## src/hdl/md5_message_digest_assert.svh

```systemverilog
// Assertion macros for the MD5 digest block.
`ifndef MD5_MESSAGE_DIGEST_ASSERT_SVH
`define MD5_MESSAGE_DIGEST_ASSERT_SVH

// A property that must hold at every clock edge outside reset.
`define MD5_ASSERT(label, clk, rst, prop, msg) \
   label: assert property (@(posedge clk) disable iff (rst) (prop)) else $error(msg);

// A property that must hold at every clock edge, reset included.
`define MD5_ASSERT_ALWAYS(label, clk, prop, msg) \
   label: assert property (@(posedge clk) (prop)) else $error(msg);

`endif

```

## src/hdl/md5_pkg.sv

```systemverilog
`default_nettype none

package md5_pkg;

   // One request: a message byte and its markers.
   typedef struct packed {
      logic       end_of_message;
      logic       byte_present;
      logic [7:0] data_byte;
   } req_type;

   // One response: the 128-bit digest.
   typedef struct packed {
      logic [63:0] digest_high;
      logic [63:0] digest_low;
   } rsp_type;

   // One queue entry from the front part to the back part.
   typedef struct packed {
      logic       end_of_message;
      logic       byte_present;
      logic [7:0] data_byte;
   } job_type;

   typedef enum logic [2:0] {
      ST_IDLE,
      ST_COMPRESS,
      ST_PAD,
      ST_FINISH,
      ST_EMIT
   } eng_state_type;

   localparam logic [31:0] IV_A = 32'h67452301;
   localparam logic [31:0] IV_B = 32'hefcdab89;
   localparam logic [31:0] IV_C = 32'h98badcfe;
   localparam logic [31:0] IV_D = 32'h10325476;
   localparam logic [7:0]  PAD_FIRST = 8'h80;
   localparam logic [5:0]  LEN_POSITION = 6'd56;

   localparam logic [31:0] STEP_CONST [64] = '{
      32'hd76aa478, 32'he8c7b756, 32'h242070db, 32'hc1bdceee,
      32'hf57c0faf, 32'h4787c62a, 32'ha8304613, 32'hfd469501,
      32'h698098d8, 32'h8b44f7af, 32'hffff5bb1, 32'h895cd7be,
      32'h6b901122, 32'hfd987193, 32'ha679438e, 32'h49b40821,
      32'hf61e2562, 32'hc040b340, 32'h265e5a51, 32'he9b6c7aa,
      32'hd62f105d, 32'h02441453, 32'hd8a1e681, 32'he7d3fbc8,
      32'h21e1cde6, 32'hc33707d6, 32'hf4d50d87, 32'h455a14ed,
      32'ha9e3e905, 32'hfcefa3f8, 32'h676f02d9, 32'h8d2a4c8a,
      32'hfffa3942, 32'h8771f681, 32'h6d9d6122, 32'hfde5380c,
      32'ha4beea44, 32'h4bdecfa9, 32'hf6bb4b60, 32'hbebfbc70,
      32'h289b7ec6, 32'heaa127fa, 32'hd4ef3085, 32'h04881d05,
      32'hd9d4d039, 32'he6db99e5, 32'h1fa27cf8, 32'hc4ac5665,
      32'hf4292244, 32'h432aff97, 32'hab9423a7, 32'hfc93a039,
      32'h655b59c3, 32'h8f0ccc92, 32'hffeff47d, 32'h85845dd1,
      32'h6fa87e4f, 32'hfe2ce6e0, 32'ha3014314, 32'h4e0811a1,
      32'hf7537e82, 32'hbd3af235, 32'h2ad7d2bb, 32'heb86d391
   };

   localparam logic [4:0] ROT_AMOUNT [16] = '{
      5'd7, 5'd12, 5'd17, 5'd22, 5'd5, 5'd9, 5'd14, 5'd20,
      5'd4, 5'd11, 5'd16, 5'd23, 5'd6, 5'd10, 5'd15, 5'd21
   };

   // Message word index used by a given step.
   function automatic logic [3:0] word_index(input logic [5:0] step);
      logic [3:0] i;
      begin
         i = step[3:0];
         unique case (step[5:4])
            2'd0: word_index = i;
            2'd1: word_index = 4'((i << 2) + i + 4'd1);
            2'd2: word_index = 4'((i << 1) + i + 4'd5);
            default: word_index = 4'((i << 3) - i);
         endcase
      end
   endfunction

   // Round function of a given step.
   function automatic logic [31:0] round_fn(input logic [1:0] round,
         input logic [31:0] b, input logic [31:0] c, input logic [31:0] d);
      begin
         unique case (round)
            2'd0: round_fn = (b & c) | (~b & d);
            2'd1: round_fn = (b & d) | (c & ~d);
            2'd2: round_fn = b ^ c ^ d;
            default: round_fn = c ^ (b | ~d);
         endcase
      end
   endfunction

endpackage

`default_nettype wire

```

## src/hdl/md5_front.sv

```systemverilog
`default_nettype none

// Front part: accepts requests, drops idle items and queues the rest.
module md5_front #(
   parameter int QueueDepth = 4
) (
   input  wire logic             clock,
   input  wire logic             reset,
   input  wire logic             req_valid,
   output logic                  req_stall,
   input  wire md5_pkg::req_type req_payload,
   output logic                  job_valid,
   input  wire logic             job_take,
   output md5_pkg::job_type      job_data
);

   localparam int PtrWidth = $clog2(QueueDepth);

   md5_pkg::job_type      queue_ff [QueueDepth];
   logic [PtrWidth-1:0]   wr_ptr_ff, wr_ptr_in;
   logic [PtrWidth-1:0]   rd_ptr_ff, rd_ptr_in;
   logic [PtrWidth:0]     count_ff, count_in;
   logic                  accept;
   logic                  push;
   logic                  pop;

   // Items that carry no byte and no end marker are consumed without effect.
   assign req_stall = (count_ff == (PtrWidth+1)'(QueueDepth));
   assign accept    = req_valid && !req_stall;
   assign push      = accept && (req_payload.byte_present || req_payload.end_of_message);
   assign job_valid = (count_ff != '0);
   assign pop       = job_valid && job_take;
   assign job_data  = queue_ff[rd_ptr_ff];

   // Pointer and occupancy updates; pointers wrap at the last entry.
   always_comb begin
      wr_ptr_in = wr_ptr_ff;
      rd_ptr_in = rd_ptr_ff;
      if (push) begin
         wr_ptr_in = (wr_ptr_ff == PtrWidth'(QueueDepth - 1)) ? '0 : wr_ptr_ff + 1'b1;
      end
      if (pop) begin
         rd_ptr_in = (rd_ptr_ff == PtrWidth'(QueueDepth - 1)) ? '0 : rd_ptr_ff + 1'b1;
      end
      count_in  = count_ff + (PtrWidth+1)'(push) - (PtrWidth+1)'(pop);
   end

   always_ff @(posedge clock) begin
      if (reset) begin
         wr_ptr_ff <= '0;
         rd_ptr_ff <= '0;
         count_ff  <= '0;
      end else begin
         wr_ptr_ff <= wr_ptr_in;
         rd_ptr_ff <= rd_ptr_in;
         count_ff  <= count_in;
      end
   end

   // Queue storage.
   always_ff @(posedge clock) begin
      if (push) begin
         queue_ff[wr_ptr_ff] <= md5_pkg::job_type'(req_payload);
      end
   end

endmodule

`default_nettype wire

```

## src/hdl/md5_engine.sv

```systemverilog
`default_nettype none

// Back part: fills the block, pads, runs one MD5 step per cycle.
module md5_engine (
   input  wire logic             clock,
   input  wire logic             reset,
   input  wire logic             job_valid,
   output logic                  job_take,
   input  wire md5_pkg::job_type job_data,
   output logic                  rsp_valid,
   input  wire logic             rsp_stall,
   output md5_pkg::rsp_type      rsp_payload
);

   md5_pkg::eng_state_type state_ff, state_in;
   logic [31:0] chain_ff [4];
   logic [31:0] block_ff [16];
   logic [31:0] a_ff, b_ff, c_ff, d_ff;
   logic [63:0] bit_total_ff, len_ff;
   logic [5:0]  pos_ff, step_ff;
   logic        finish_ff;
   logic        end_ff;
   logic        len_zone_ff;
   logic        len_done_ff;
   logic        rsp_valid_ff;
   md5_pkg::rsp_type rsp_ff;

   logic        put_en;
   logic [7:0]  put_byte;
   logic        start_compress;
   logic [31:0] f_val, t_val, rot_val, new_b;
   logic [4:0]  rot_amt;
   logic [1:0]  round;
   logic        done_step;

   assign round   = step_ff[5:4];
   assign rot_amt = md5_pkg::ROT_AMOUNT[{round, step_ff[1:0]}];
   assign f_val   = md5_pkg::round_fn(round, b_ff, c_ff, d_ff);
   assign t_val   = a_ff + f_val + block_ff[md5_pkg::word_index(step_ff)]
                    + md5_pkg::STEP_CONST[step_ff];
   assign rot_val = (t_val << rot_amt) | (t_val >> (6'd32 - {1'b0, rot_amt}));
   assign new_b   = b_ff + rot_val;
   assign done_step = (step_ff == 6'd63);

   // Next-state logic.
   always_comb begin
      state_in = state_ff;
      unique case (state_ff)
         md5_pkg::ST_IDLE: begin
            if (job_valid) begin
               if (job_data.byte_present && pos_ff == 6'd63) begin
                  state_in = md5_pkg::ST_COMPRESS;
               end else if (job_data.end_of_message) begin
                  state_in = md5_pkg::ST_PAD;
               end
            end
         end
         md5_pkg::ST_COMPRESS: begin
            if (done_step) begin
               state_in = end_ff ? md5_pkg::ST_FINISH : md5_pkg::ST_IDLE;
            end
         end
         md5_pkg::ST_PAD: begin
            if (pos_ff == 6'd63) begin
               state_in = md5_pkg::ST_COMPRESS;
            end
         end
         md5_pkg::ST_FINISH: begin
            if (len_done_ff) begin
               state_in = md5_pkg::ST_EMIT;
            end else begin
               state_in = md5_pkg::ST_PAD;
            end
         end
         md5_pkg::ST_EMIT: begin
            if (!rsp_valid_ff) begin
               state_in = md5_pkg::ST_IDLE;
            end
         end
         default: state_in = md5_pkg::ST_IDLE;
      endcase
   end

   // Output and datapath controls.
   always_comb begin
      job_take       = 1'b0;
      put_en         = 1'b0;
      put_byte       = job_data.data_byte;
      start_compress = 1'b0;
      unique case (state_ff)
         md5_pkg::ST_IDLE: begin
            job_take = job_valid;
            put_en   = job_valid && job_data.byte_present;
            start_compress = put_en && (pos_ff == 6'd63);
         end
         md5_pkg::ST_PAD: begin
            put_en = 1'b1;
            start_compress = (pos_ff == 6'd63);
            if (finish_ff) begin
               put_byte = md5_pkg::PAD_FIRST;
            end else if (len_zone_ff && pos_ff >= md5_pkg::LEN_POSITION) begin
               put_byte = len_ff[8*pos_ff[2:0] +: 8];
            end else begin
               put_byte = 8'h00;
            end
         end
         default: ;
      endcase
   end

   // Control registers.
   always_ff @(posedge clock) begin
      if (reset) begin
         state_ff     <= md5_pkg::ST_IDLE;
         pos_ff       <= '0;
         bit_total_ff <= '0;
         step_ff      <= '0;
         finish_ff    <= 1'b0;
         end_ff       <= 1'b0;
         len_zone_ff  <= 1'b0;
         len_done_ff  <= 1'b0;
         rsp_valid_ff <= 1'b0;
         chain_ff     <= '{md5_pkg::IV_A, md5_pkg::IV_B, md5_pkg::IV_C, md5_pkg::IV_D};
      end else begin
         state_ff <= state_in;
         if (rsp_valid_ff && !rsp_stall) begin
            rsp_valid_ff <= 1'b0;
         end
         if (put_en) begin
            pos_ff <= pos_ff + 6'd1;
         end
         unique case (state_ff)
            md5_pkg::ST_IDLE: begin
               if (job_valid) begin
                  if (job_data.byte_present) begin
                     bit_total_ff <= bit_total_ff + 64'd8;
                  end
                  if (job_data.end_of_message) begin
                     // The first pad byte is placed on entry to padding.
                     finish_ff <= 1'b1;
                     end_ff    <= 1'b1;
                  end
               end
            end
            md5_pkg::ST_COMPRESS: begin
               step_ff <= step_ff + 6'd1;
               if (done_step) begin
                  chain_ff[0] <= chain_ff[0] + d_ff;
                  chain_ff[1] <= chain_ff[1] + new_b;
                  chain_ff[2] <= chain_ff[2] + b_ff;
                  chain_ff[3] <= chain_ff[3] + c_ff;
                  // The pad byte went into the previous block, so the length
                  // belongs at the end of the next one.
                  if (end_ff && !finish_ff) begin
                     len_zone_ff <= 1'b1;
                  end
               end
            end
            md5_pkg::ST_PAD: begin
               finish_ff <= 1'b0;
               // A pad byte ahead of the length field leaves room for it.
               if (finish_ff && pos_ff < md5_pkg::LEN_POSITION) begin
                  len_zone_ff <= 1'b1;
               end
               if (pos_ff == 6'd63) begin
                  len_done_ff <= len_zone_ff;
               end
            end
            md5_pkg::ST_EMIT: begin
               if (!rsp_valid_ff) begin
                  rsp_valid_ff <= 1'b1;
                  bit_total_ff <= '0;
                  pos_ff       <= '0;
                  end_ff       <= 1'b0;
                  len_zone_ff  <= 1'b0;
                  len_done_ff  <= 1'b0;
                  chain_ff     <= '{md5_pkg::IV_A, md5_pkg::IV_B, md5_pkg::IV_C,
                                    md5_pkg::IV_D};
               end
            end
            default: ;
         endcase
      end
   end

   // Payload registers: block, working words, length and result.
   always_ff @(posedge clock) begin
      if (put_en) begin
         block_ff[pos_ff[5:2]][8*pos_ff[1:0] +: 8] <= put_byte;
      end
      if (state_ff == md5_pkg::ST_IDLE && job_valid && job_data.end_of_message) begin
         len_ff <= bit_total_ff + (job_data.byte_present ? 64'd8 : 64'd0);
      end
      if (start_compress) begin
         a_ff <= chain_ff[0];
         b_ff <= chain_ff[1];
         c_ff <= chain_ff[2];
         d_ff <= chain_ff[3];
      end else if (state_ff == md5_pkg::ST_COMPRESS) begin
         a_ff <= d_ff;
         d_ff <= c_ff;
         c_ff <= b_ff;
         b_ff <= new_b;
      end
      if (state_ff == md5_pkg::ST_EMIT && !rsp_valid_ff) begin
         rsp_ff.digest_low  <= {chain_ff[1], chain_ff[0]};
         rsp_ff.digest_high <= {chain_ff[3], chain_ff[2]};
      end
   end

   assign rsp_valid   = rsp_valid_ff;
   assign rsp_payload = rsp_ff;

endmodule

`default_nettype wire

```

## src/hdl/md5_message_digest.sv

```systemverilog
// MD5 message digest, one message byte per request.
// Request channel: req_valid / req_stall with req_payload holding data_byte,
// byte_present and end_of_message. A request with neither byte nor end marker
// is taken and has no effect; an end marker alone finishes an empty tail.
// Response channel: rsp_valid / rsp_stall with rsp_payload holding the
// 128-bit digest, byte 0 of the digest in digest_low bits 7:0.
// A small request queue separates intake from the hashing engine, so new
// requests are taken while the engine compresses or a digest waits.
// The engine stores one queued byte per cycle while idle and runs one MD5
// step per cycle; it takes no bytes while it pads, compresses or waits.
// At end of message, padding writes one byte per cycle up to the block end,
// each padded block is compressed, then the engine registers the digest.
// One engine limits the block to one message at a time.
// Reset is synchronous and active high: the queue empties, the chaining
// words return to the standard initial values and any pending digest drops.
// While rsp_stall is high the digest holds and the engine waits at the next
// digest; requests are taken until the queue is full, then req_stall rises.
`default_nettype none

module md5_message_digest #(
   parameter int QueueDepth = 4
) (
   input  wire logic             clock,
   input  wire logic             reset,
   input  wire logic             req_valid,
   output logic                  req_stall,
   input  wire md5_pkg::req_type req_payload,
   output logic                  rsp_valid,
   input  wire logic             rsp_stall,
   output md5_pkg::rsp_type      rsp_payload
);

   logic             job_valid;
   logic             job_take;
   md5_pkg::job_type job_data;

   md5_front #(.QueueDepth(QueueDepth)) u_front (
      .clock       (clock),
      .reset       (reset),
      .req_valid   (req_valid),
      .req_stall   (req_stall),
      .req_payload (req_payload),
      .job_valid   (job_valid),
      .job_take    (job_take),
      .job_data    (job_data)
   );

   md5_engine u_engine (
      .clock       (clock),
      .reset       (reset),
      .job_valid   (job_valid),
      .job_take    (job_take),
      .job_data    (job_data),
      .rsp_valid   (rsp_valid),
      .rsp_stall   (rsp_stall),
      .rsp_payload (rsp_payload)
   );

`include "md5_message_digest_assert.svh"

   // The engine only takes queued work when the queue holds some.
   `MD5_ASSERT(a_take_needs_job, clock, reset, !job_take || job_valid, "take from empty queue")
   // A pending response is never dropped while stalled.
   `MD5_ASSERT(a_rsp_held, clock, reset, rsp_valid && rsp_stall |=> rsp_valid, "response dropped")
   // After reset no response is pending.
   `MD5_ASSERT_ALWAYS(a_reset_clear, clock, reset |=> !rsp_valid, "response after reset")

endmodule

`default_nettype wire

```

## config.mk

```make
export PLATFORM = sky130hd
export DESIGN_NAME = md5_message_digest
export DESIGN_NICKNAME = d
export VERILOG_FILES = /design/src/hdl/md5_pkg.sv /design/src/hdl/md5_front.sv /design/src/hdl/md5_engine.sv /design/src/hdl/md5_message_digest.sv
export VERILOG_INCLUDE_DIRS = /design/src /design/src/hdl
export SDC_FILE = /design/constraint.sdc
export NUM_CORES = 2
export LEC_CHECK = 0
export BUFFER_PORTS_ARGS = -buffer_cell sky130_fd_sc_hd__buf_2
export CAP_MARGIN = 20
export CORE_MARGIN = 2
export CORE_UTILIZATION = 50
export DETAILED_ROUTE_END_ITERATION = 10
export PLACE_DENSITY = 0.71
export REMOVE_ABC_BUFFERS = 1
export SYNTH_ARGS = -nofsm -noshare
export SYNTH_HDL_FRONTEND = slang
export SYNTH_SLANG_ARGS = --single-unit
```

## constraint.sdc

```tcl
create_clock -name clock -period 30.9 [get_ports clock]
set_clock_uncertainty 0.05 [all_clocks]
set_input_delay 1.545 -clock clock [delete_from_list [all_inputs] [get_ports clock]]
set_output_delay 1.545 -clock clock [all_outputs]
set_load 0.03 [all_outputs]
```

; After elaboration in Yosys (flattened, before gate mapping)
; Memories as Yosys holds them, arrays and structs flattened. A register that Yosys moved wholly into a read port is not among the register bits.
; Cells that the tools add are included.
[totals]
wordCells = 190
in_bits = 14
romBits = 2128
ramBits = 552
memories = 4
register_bits = 539
[op_classes]
magnitude_cmp = 4
addsub = 23
muxes = 62
shifts = 5
bitwise_logic = 15
n_reduce_logical = 34
eq_ne = 20
[mem_list]
columns = name, depth, word_bits, rd, rd_clocked_by_memory_dff, write_ports, line_no
row1 = (name not given), 64, 32, 1, 0, 0, md5_engine.sv:40  ; + md5_pkg::STEP_CONST[step_ff];
row2 = u_engine.block_ff, 16, 32, 1, 0, 1, md5_engine.sv:17  ; logic [31:0] block_ff [16];
row3 = (name not given), 16, 5, 1, 0, 0, md5_engine.sv:37  ; assign rot_amt = md5_pkg::ROT_AMOUNT[{round, step_ff[1:0]}];
row4 = u_front.queue_ff, 4, 10, 1, 1, 1, md5_front.sv:19  ; md5_pkg::job_type queue_ff [QueueDepth];
[ops]
columns = op, count
row1 = 2-to-1 mux 32 bit, 11
row2 = adder 32 bit, 8
row3 = 2-to-1 mux 128 bit, 2
row4 = one-hot mux 128 bit (2 select lines), 1
row5 = 2-to-1 mux 64 bit, 3
row6 = bitwise AND 32 bit, 4
row7 = OR 32 bit, 4
row8 = one-hot mux 64 bit (2 select lines), 1
row9 = one-hot mux 32 bit (3 select lines), 1
row10 = XOR 32 bit, 3
row11 = "adder 64 x 4 -> 64 bit, second input constant", 1
row12 = adder 64 bit, 1
row13 = inverter 32 bit, 2
row14 = variable part select 64 x 7 -> 8 bit, 1
row15 = negation 5 -> 34 bit, 1
row16 = "variable shift 8 x 34 -> 32 bit, first input constant", 1
row17 = variable part select 8 x 34 -> 32 bit, 1
row18 = left shift 32 x 5 -> 32 bit, 1
row19 = right shift 32 x 6 -> 32 bit, 1
row20 = 2-to-1 mux 8 bit, 3
row21 = 2-to-1 mux 3 bit, 7
row22 = 2-to-1 mux 6 bit, 3
row23 = one-hot mux 3 bit (5 select lines), 1
row24 = 2-to-1 mux 1 bit, 14
row25 = other kinds (40), 87

; Depth between registers and ports, before layout
[logic_depth]
word_depth = 13
ltp_mapped = 59
ltp_nobuf = 56

; Cells and area by module
; Synthesis repeated with hierarchy kept, for this count alone.
[hier_totals]
cells_unflattened = 5764
hier_area_um2 = 61348.8
[modules_own_cells]
columns = module, n_inst, cells_per_inst, area_each_um2, seq_area_each_um2
row1 = md5_engine, 1, 5660, 59413.2, 29077.9
row2 = md5_front, 1, 104, 1935.6, 1381.3

; Least setup slack after synthesis
; OpenSTA, ideal clock, no wires.
[synth_timing]
path_kind = register to register
startpoint = register u_engine.step_ff[0]
endpoint = register u_engine.chain_ff[95] in the netlist's numbering
arrival_time_ns = 12.631
path_stages_with_launch = 58
t_required_ns = 30.766
path_buffers = 5
path_slack_ns = 18.134
path_cell_list = dfxtp_1 -> buf_2 -> buf_2 -> clkinv_1 -> ha_1 -> nor2_1 -> mux2i_1 -> o21ai_0 -> buf_2 -> buf_1 -> buf_1 -> mux4_2 -> nand2_1 -> a31oi_1 -> fa_1 -> inv_1 -> fa_1 -> inv_1 -> [... 22 more ...] -> o2111ai_1 -> a21o_1 -> a41oi_1 -> o21ai_0 -> a21boi_0 -> xor2_1 -> ha_1 -> a21o_1 -> a21o_1 -> a21o_1 -> a21oi_1 -> nand2_1 -> a31o_2 -> a31o_2 -> o41ai_1 -> xnor3_1 -> nor3b_2 -> o31ai_2
[synth_via]
elab_chain_len = 12
elab_cells_between_ends = 28
cone_classes = 10 x add/sub / 2 x eq/ne / 2 x shift / 7 x mux / 3 x bitwise / 1 x reduce/logical / 3 x memory
[synth_rtl]
columns = item, line_no
row1 = "start, declared", md5_engine.sv:20  ; logic [5:0] pos_ff, step_ff;
row2 = "start signal, assigned", md5_engine.sv:146  ; step_ff <= step_ff + 6'd1;
row3 = "adder 4 bit, on equally long branches", "md5_pkg.sv:72, md5_pkg.sv:71"
row4 = adder 4 x 3 -> 4 bit or adder 4 x 1 -> 4 bit (tied branches), "md5_pkg.sv:72, md5_pkg.sv:71"
row5 = one-hot mux 4 bit (3 select lines), md5_pkg.sv:69  ; unique case (step[5:4])
row6 = memory read (16 x 32 bit), -
row7 = adder 32 bit, md5_engine.sv:39  ; assign t_val = a_ff + f_val + block_ff[md5_pkg::word_index(step_ff)]
row8 = adder 32 bit, md5_engine.sv:40
row9 = right shift 32 x 6 -> 32 bit or left shift 32 x 5 -> 32 bit (tied branches), md5_engine.sv:41  ; assign rot_val = (t_val << rot_amt) | (t_val >> (6'd32 - {1'b0, rot_amt}));
row10 = OR 32 bit, md5_engine.sv:41
row11 = adder 32 bit, md5_engine.sv:42  ; assign new_b = b_ff + rot_val;
row12 = adder 32 bit, md5_engine.sv:149  ; chain_ff[1] <= chain_ff[1] + new_b;
row13 = 2-to-1 mux 128 bit, md5_engine.sv:147  ; if (done_step) begin
row14 = one-hot mux 128 bit (2 select lines), md5_engine.sv:132  ; unique case (state_ff)
row15 = "end signal, assigned", md5_engine.sv:123  ; chain_ff <= '{md5_pkg::IV_A, md5_pkg::IV_B, md5_pkg::IV_C, md5_pkg::IV_D};
row16 = "end signal, assigned", md5_engine.sv:177  ; chain_ff <= '{md5_pkg::IV_A, md5_pkg::IV_B, md5_pkg::IV_C,
row17 = "end, declared", md5_engine.sv:16  ; logic [31:0] chain_ff [4];
; Parallel ways exist; a longest one is shown, timed or not. The select of a mux whose other input is x is not followed.
; A chain may end at the register's enable or synchronous reset.

; Final worst setup path
[layout_timing]
startpoint = register u_engine.step_ff[4]
endpoint = register u_engine.chain_ff[95] in the netlist's numbering
[layout_via]
elab_chain_len = 11
elab_cells_between_ends = 28
cone_classes = 6 x add/sub / 4 x eq/ne / 2 x shift / 8 x mux / 3 x bitwise / 2 x reduce/logical / 3 x memory
[layout_rtl]
columns = item, line_no
row1 = "== test 2 bit, or another cell as far along", "md5_pkg.sv:69, md5_pkg.sv:82"
row2 = "one-hot mux 32 bit (3 select lines), or another cell as far along", md5_pkg.sv:82  ; unique case (round)
row3 = "adder 32 bit, or another cell as far along (2 in a row)", md5_engine.sv:39
row4 = adder 32 bit or subtractor 6 x 5 -> 6 bit (tied branches), "md5_engine.sv:40, md5_engine.sv:41"
row5 = right shift 32 x 6 -> 32 bit or left shift 32 x 5 -> 32 bit (tied branches), md5_engine.sv:41
row6 = OR 32 bit, md5_engine.sv:41
row7 = adder 32 bit, md5_engine.sv:42
row8 = adder 32 bit, md5_engine.sv:149
row9 = 2-to-1 mux 128 bit, md5_engine.sv:147
row10 = one-hot mux 128 bit (2 select lines), md5_engine.sv:132
; Parallel ways exist; a longest one is shown, timed or not. The select of a mux whose other input is x is not followed.

==> results.yml <==
sta:
  tns_ns: 0
  finalSetupViolCount: 0
  fin_crit_ns: 14.72
  finalCritPeriodShare_pct: 47.7
  final_max_slew_viol_count: 0
  setup_slack_ns: 16.18
  rsz0062_at_grt: "false"
  fmax_mhz: 67.9
  slew_headroom_pct: 14.9
  hold_viol: 0
  tightest_slew_ns: 1.26
floorplanning:
  coreArea_um2: 122000
  row_count: 128
  start_util_pct: 50.4
  num_io_pins: 144
  dieArea_um2: 126000
  die_x_um: 354
  fp.dieH_um: 354
clock_network:
  cts_made_buffers: 109
  ctsResizeCount: 0
  clk_pin_slew_ns: 0.06
  cts_sinks: 1087
  clk_latency_ns: 0.80
  cts_root_buf: "clkbuf_16"
  hold_buffers: 0
  cts_setup_buffers: 0
  clockBufferDepth: 3
  cts_max_level: 3
  cts_tree: "built"
yosys:
  ys_ff_latch: 1087
  post_synth.cell_area_avg_um2: 10.6
  async_flop_share_pct: 0
  synth_edf_count: 869
  ys.flop_type: "edfxtp_1"
  synthCells: 5795
  netlist_area_um2: 61400
  ys_seq_area_share_pct: 49.6
  ys_warn_count: 0
  synth.distinct_cells: 98
global_routing:
  grt_pass1_vias: 44400
  gr-usage-all-layers_pct: 29.7
  grt_first_pass_wirelength_um: 283000
  antenna_found_initial: 4
  grt_max_degree: 99
  grt-ovfl-total: 0
critical_path:
  cp_data_required_time_ns: 31.48
  startpoint_type: "flip-flop"
  cpMaxStageDelayCell: "xnor2_4"
  cp_max_fo: 57
  crit_path_frequent_cell: "a21oi_1"
  max_stage_delay_ns: 0.91
  arrival_ns: 15.31
  path_class: "flip-flop to flip-flop"
  endpoint_kind: "flip-flop"
detailed_routing:
  drt_wl_total_um: 190000
  routedWlPerCell_um: 25.2
  vias: 47300
  drc: 0
  initialDrtViolationCount: 6225
  ant_nets: 0
  routed_via_density: 6.28
  dr.pass1.iters: 8
hold_path:
  min_path_type: "flip-flop to flip-flop"
placed_design:
  hpwlAfterDp_um: 135000
  gp_congestion: 1.02
  port_buffers: 143
  place_ws_ns: 16.49
outcome:
  status: "finished, final reports clean"
layout:
  fill_cells: 10200
  drive_gt1_share_pct: 11.1
  area_growth_pct: 9.87
  fin_nets: 6138
  multiInputGateArea_um2: 28900
  ff_latch_area_um2: 30500
  antenna_cells: 0
run:
  maxCapViolations: 0
metrics by stage:
step / instances / hold WS [ns] / utilization [%] / area (µm²)
CTS: 7528 / 0.448 / 55.2 / 67300
global route: 7544 / 0.472 / 55.3 / 67400
floorplan: 5483 / 0.397 / - / 60200
detailed placement: 7322 / 0.429 / 52.2 / 63600
global placement: 7320 / 0.416 / 52.2 / 63600
finish: 7544 / 0.446 / 55.3 / 67400
synthesized netlist by cell type, types with 57 or more instances:
| master | number | area (µm²) |
|---|---|---|
| a211oi_1 | 75 | 563 |
| a21o_1 | 57 | 428 |
| a21oi_1 | 332 | 1660 |
| a31oi_1 | 120 | 751 |
| buf_1 | 65 | 244 |
| clkbuf_1 | 224 | 841 |
| dfxtp_1 | 218 | 4360 |
| edfxtp_1 | 869 | 26100 |
| fa_1 | 71 | 1420 |
| ha_1 | 229 | 2870 |
| inv_1 | 258 | 968 |
| mux2i_1 | 85 | 851 |
| mux4_2 | 157 | 3540 |
| nand2_1 | 818 | 3070 |
| nand3_1 | 160 | 801 |
| nor2_1 | 558 | 2090 |
| nor3_1 | 75 | 375 |
| o21ai_0 | 312 | 1560 |
| xnor2_1 | 159 | 1390 |
| xor2_1 | 148 | 1300 |
critical path, delay by kind of cell, from the launching register on:
family | cells | cell delay, ns
xor+xnor | 4 | 1.73
compound gates | 25 | 5.76
flops | 1 | 0.72
buf+inv | 6 | 2.10
fa+ha+maj | 6 | 2.45
mux | 4 | 1.09
simple gates | 6 | 0.60
flip-flops by register name, summed over array words and instances (netlist names), 40 cells and up, named ones only:
| register | count |
|---|---|
| u_engine.rsp_payload | 128 |
| u_engine.block_ff | 512 |
| u_engine.len_ff | 61 |
| u_engine.bit_total_ff | 61 |
| u_front.queue_ff | 40 |
| u_engine.chain_ff | 128 |
layout make-up:
class	instances	share of cell area, %
Clock buffer	150	4.45
Clock inverter	56	1.02
Inverter	261	1.45
Multi-Input combinational cell	4135	42.8
Sequential cell	1087	45.2
Tap cell	1625	3.01
Timing Repair Buffer	230	2.08
cells by family after synthesis:
group | after synthesis | share of synthesized area (%)
DFF | 1087 | 49.6
xor gates and xnor gates | 310 | 4.49
buffers and inverters | 573 | 3.56
AOI/OAI and AO/OA | 1321 | 13.8
muxes | 265 | 7.57
and+or+nand+nor | 1909 | 13.5
adders and majority gates | 330 | 7.47
final timing paths:
| path | end | slack [ns] | depth (start not counted) | startpoint |
|---|---|---|---|---|
| worst max register to register | u_engine.chain_ff[95]$_SDFFE_PP1P_ | 16.18 | 51 | u_engine.step_ff[4]$_SDFFE_PP0P_ |
| worst max-delay path | u_engine.chain_ff[95]$_SDFFE_PP1P_ | 16.18 | 51 | u_engine.step_ff[4]$_SDFFE_PP0P_ |
| worst min-delay path | u_engine.rsp_payload[113]$_DFFE_PP_ | 0.45 | 0 | u_engine.chain_ff[17]$_SDFFE_PP1P_ |
| worst min register to register | u_engine.rsp_payload[113]$_DFFE_PP_ | 0.45 | 0 | u_engine.chain_ff[17]$_SDFFE_PP1P_ |
per-layer routing:
metal / share of wire (%) / global-route usage, %
met4: 5.9 / 15.8
met2: 46 / 46.8
met3: 8.4 / 4.59
met5: 0.015 / 0
met1: 40 / 39.9
layout by cell type, fill, tap and decap left out, types with 18 or more instances in the layout:
master / instances
xor2_1: 148
o21bai_1: 18
clkbuf_1: 29
ha_1: 229
a22oi_1: 41
nand2_1: 815
maj3_1: 30
nand3_1: 160
a21oi_1: 332
o21ai_0: 308
nor2b_1: 30
o22ai_1: 52
o211ai_1: 52
nor3_1: 75
mux2_2: 22
o221a_2: 20
fa_1: 71
o221ai_1: 32
clkbuf_16: 109
dfxtp_1: 214
inv_1: 257
edfxtp_1: 869
nand4_1: 42
nand2b_1: 33
a31oi_1: 120
o21a_1: 37
mux2i_1: 85
buf_2: 142
and2_1: 42
and3_1: 36
a21o_1: 57
a211oi_1: 75
or3_1: 43
mux4_2: 157
xnor2_1: 155
nor2_1: 553
clkinv_1: 18
buf_4: 82
Power is left out: the tool's default activity adds up to more than one toggle a clock period on the data nets, which glitch-free logic cannot reach.
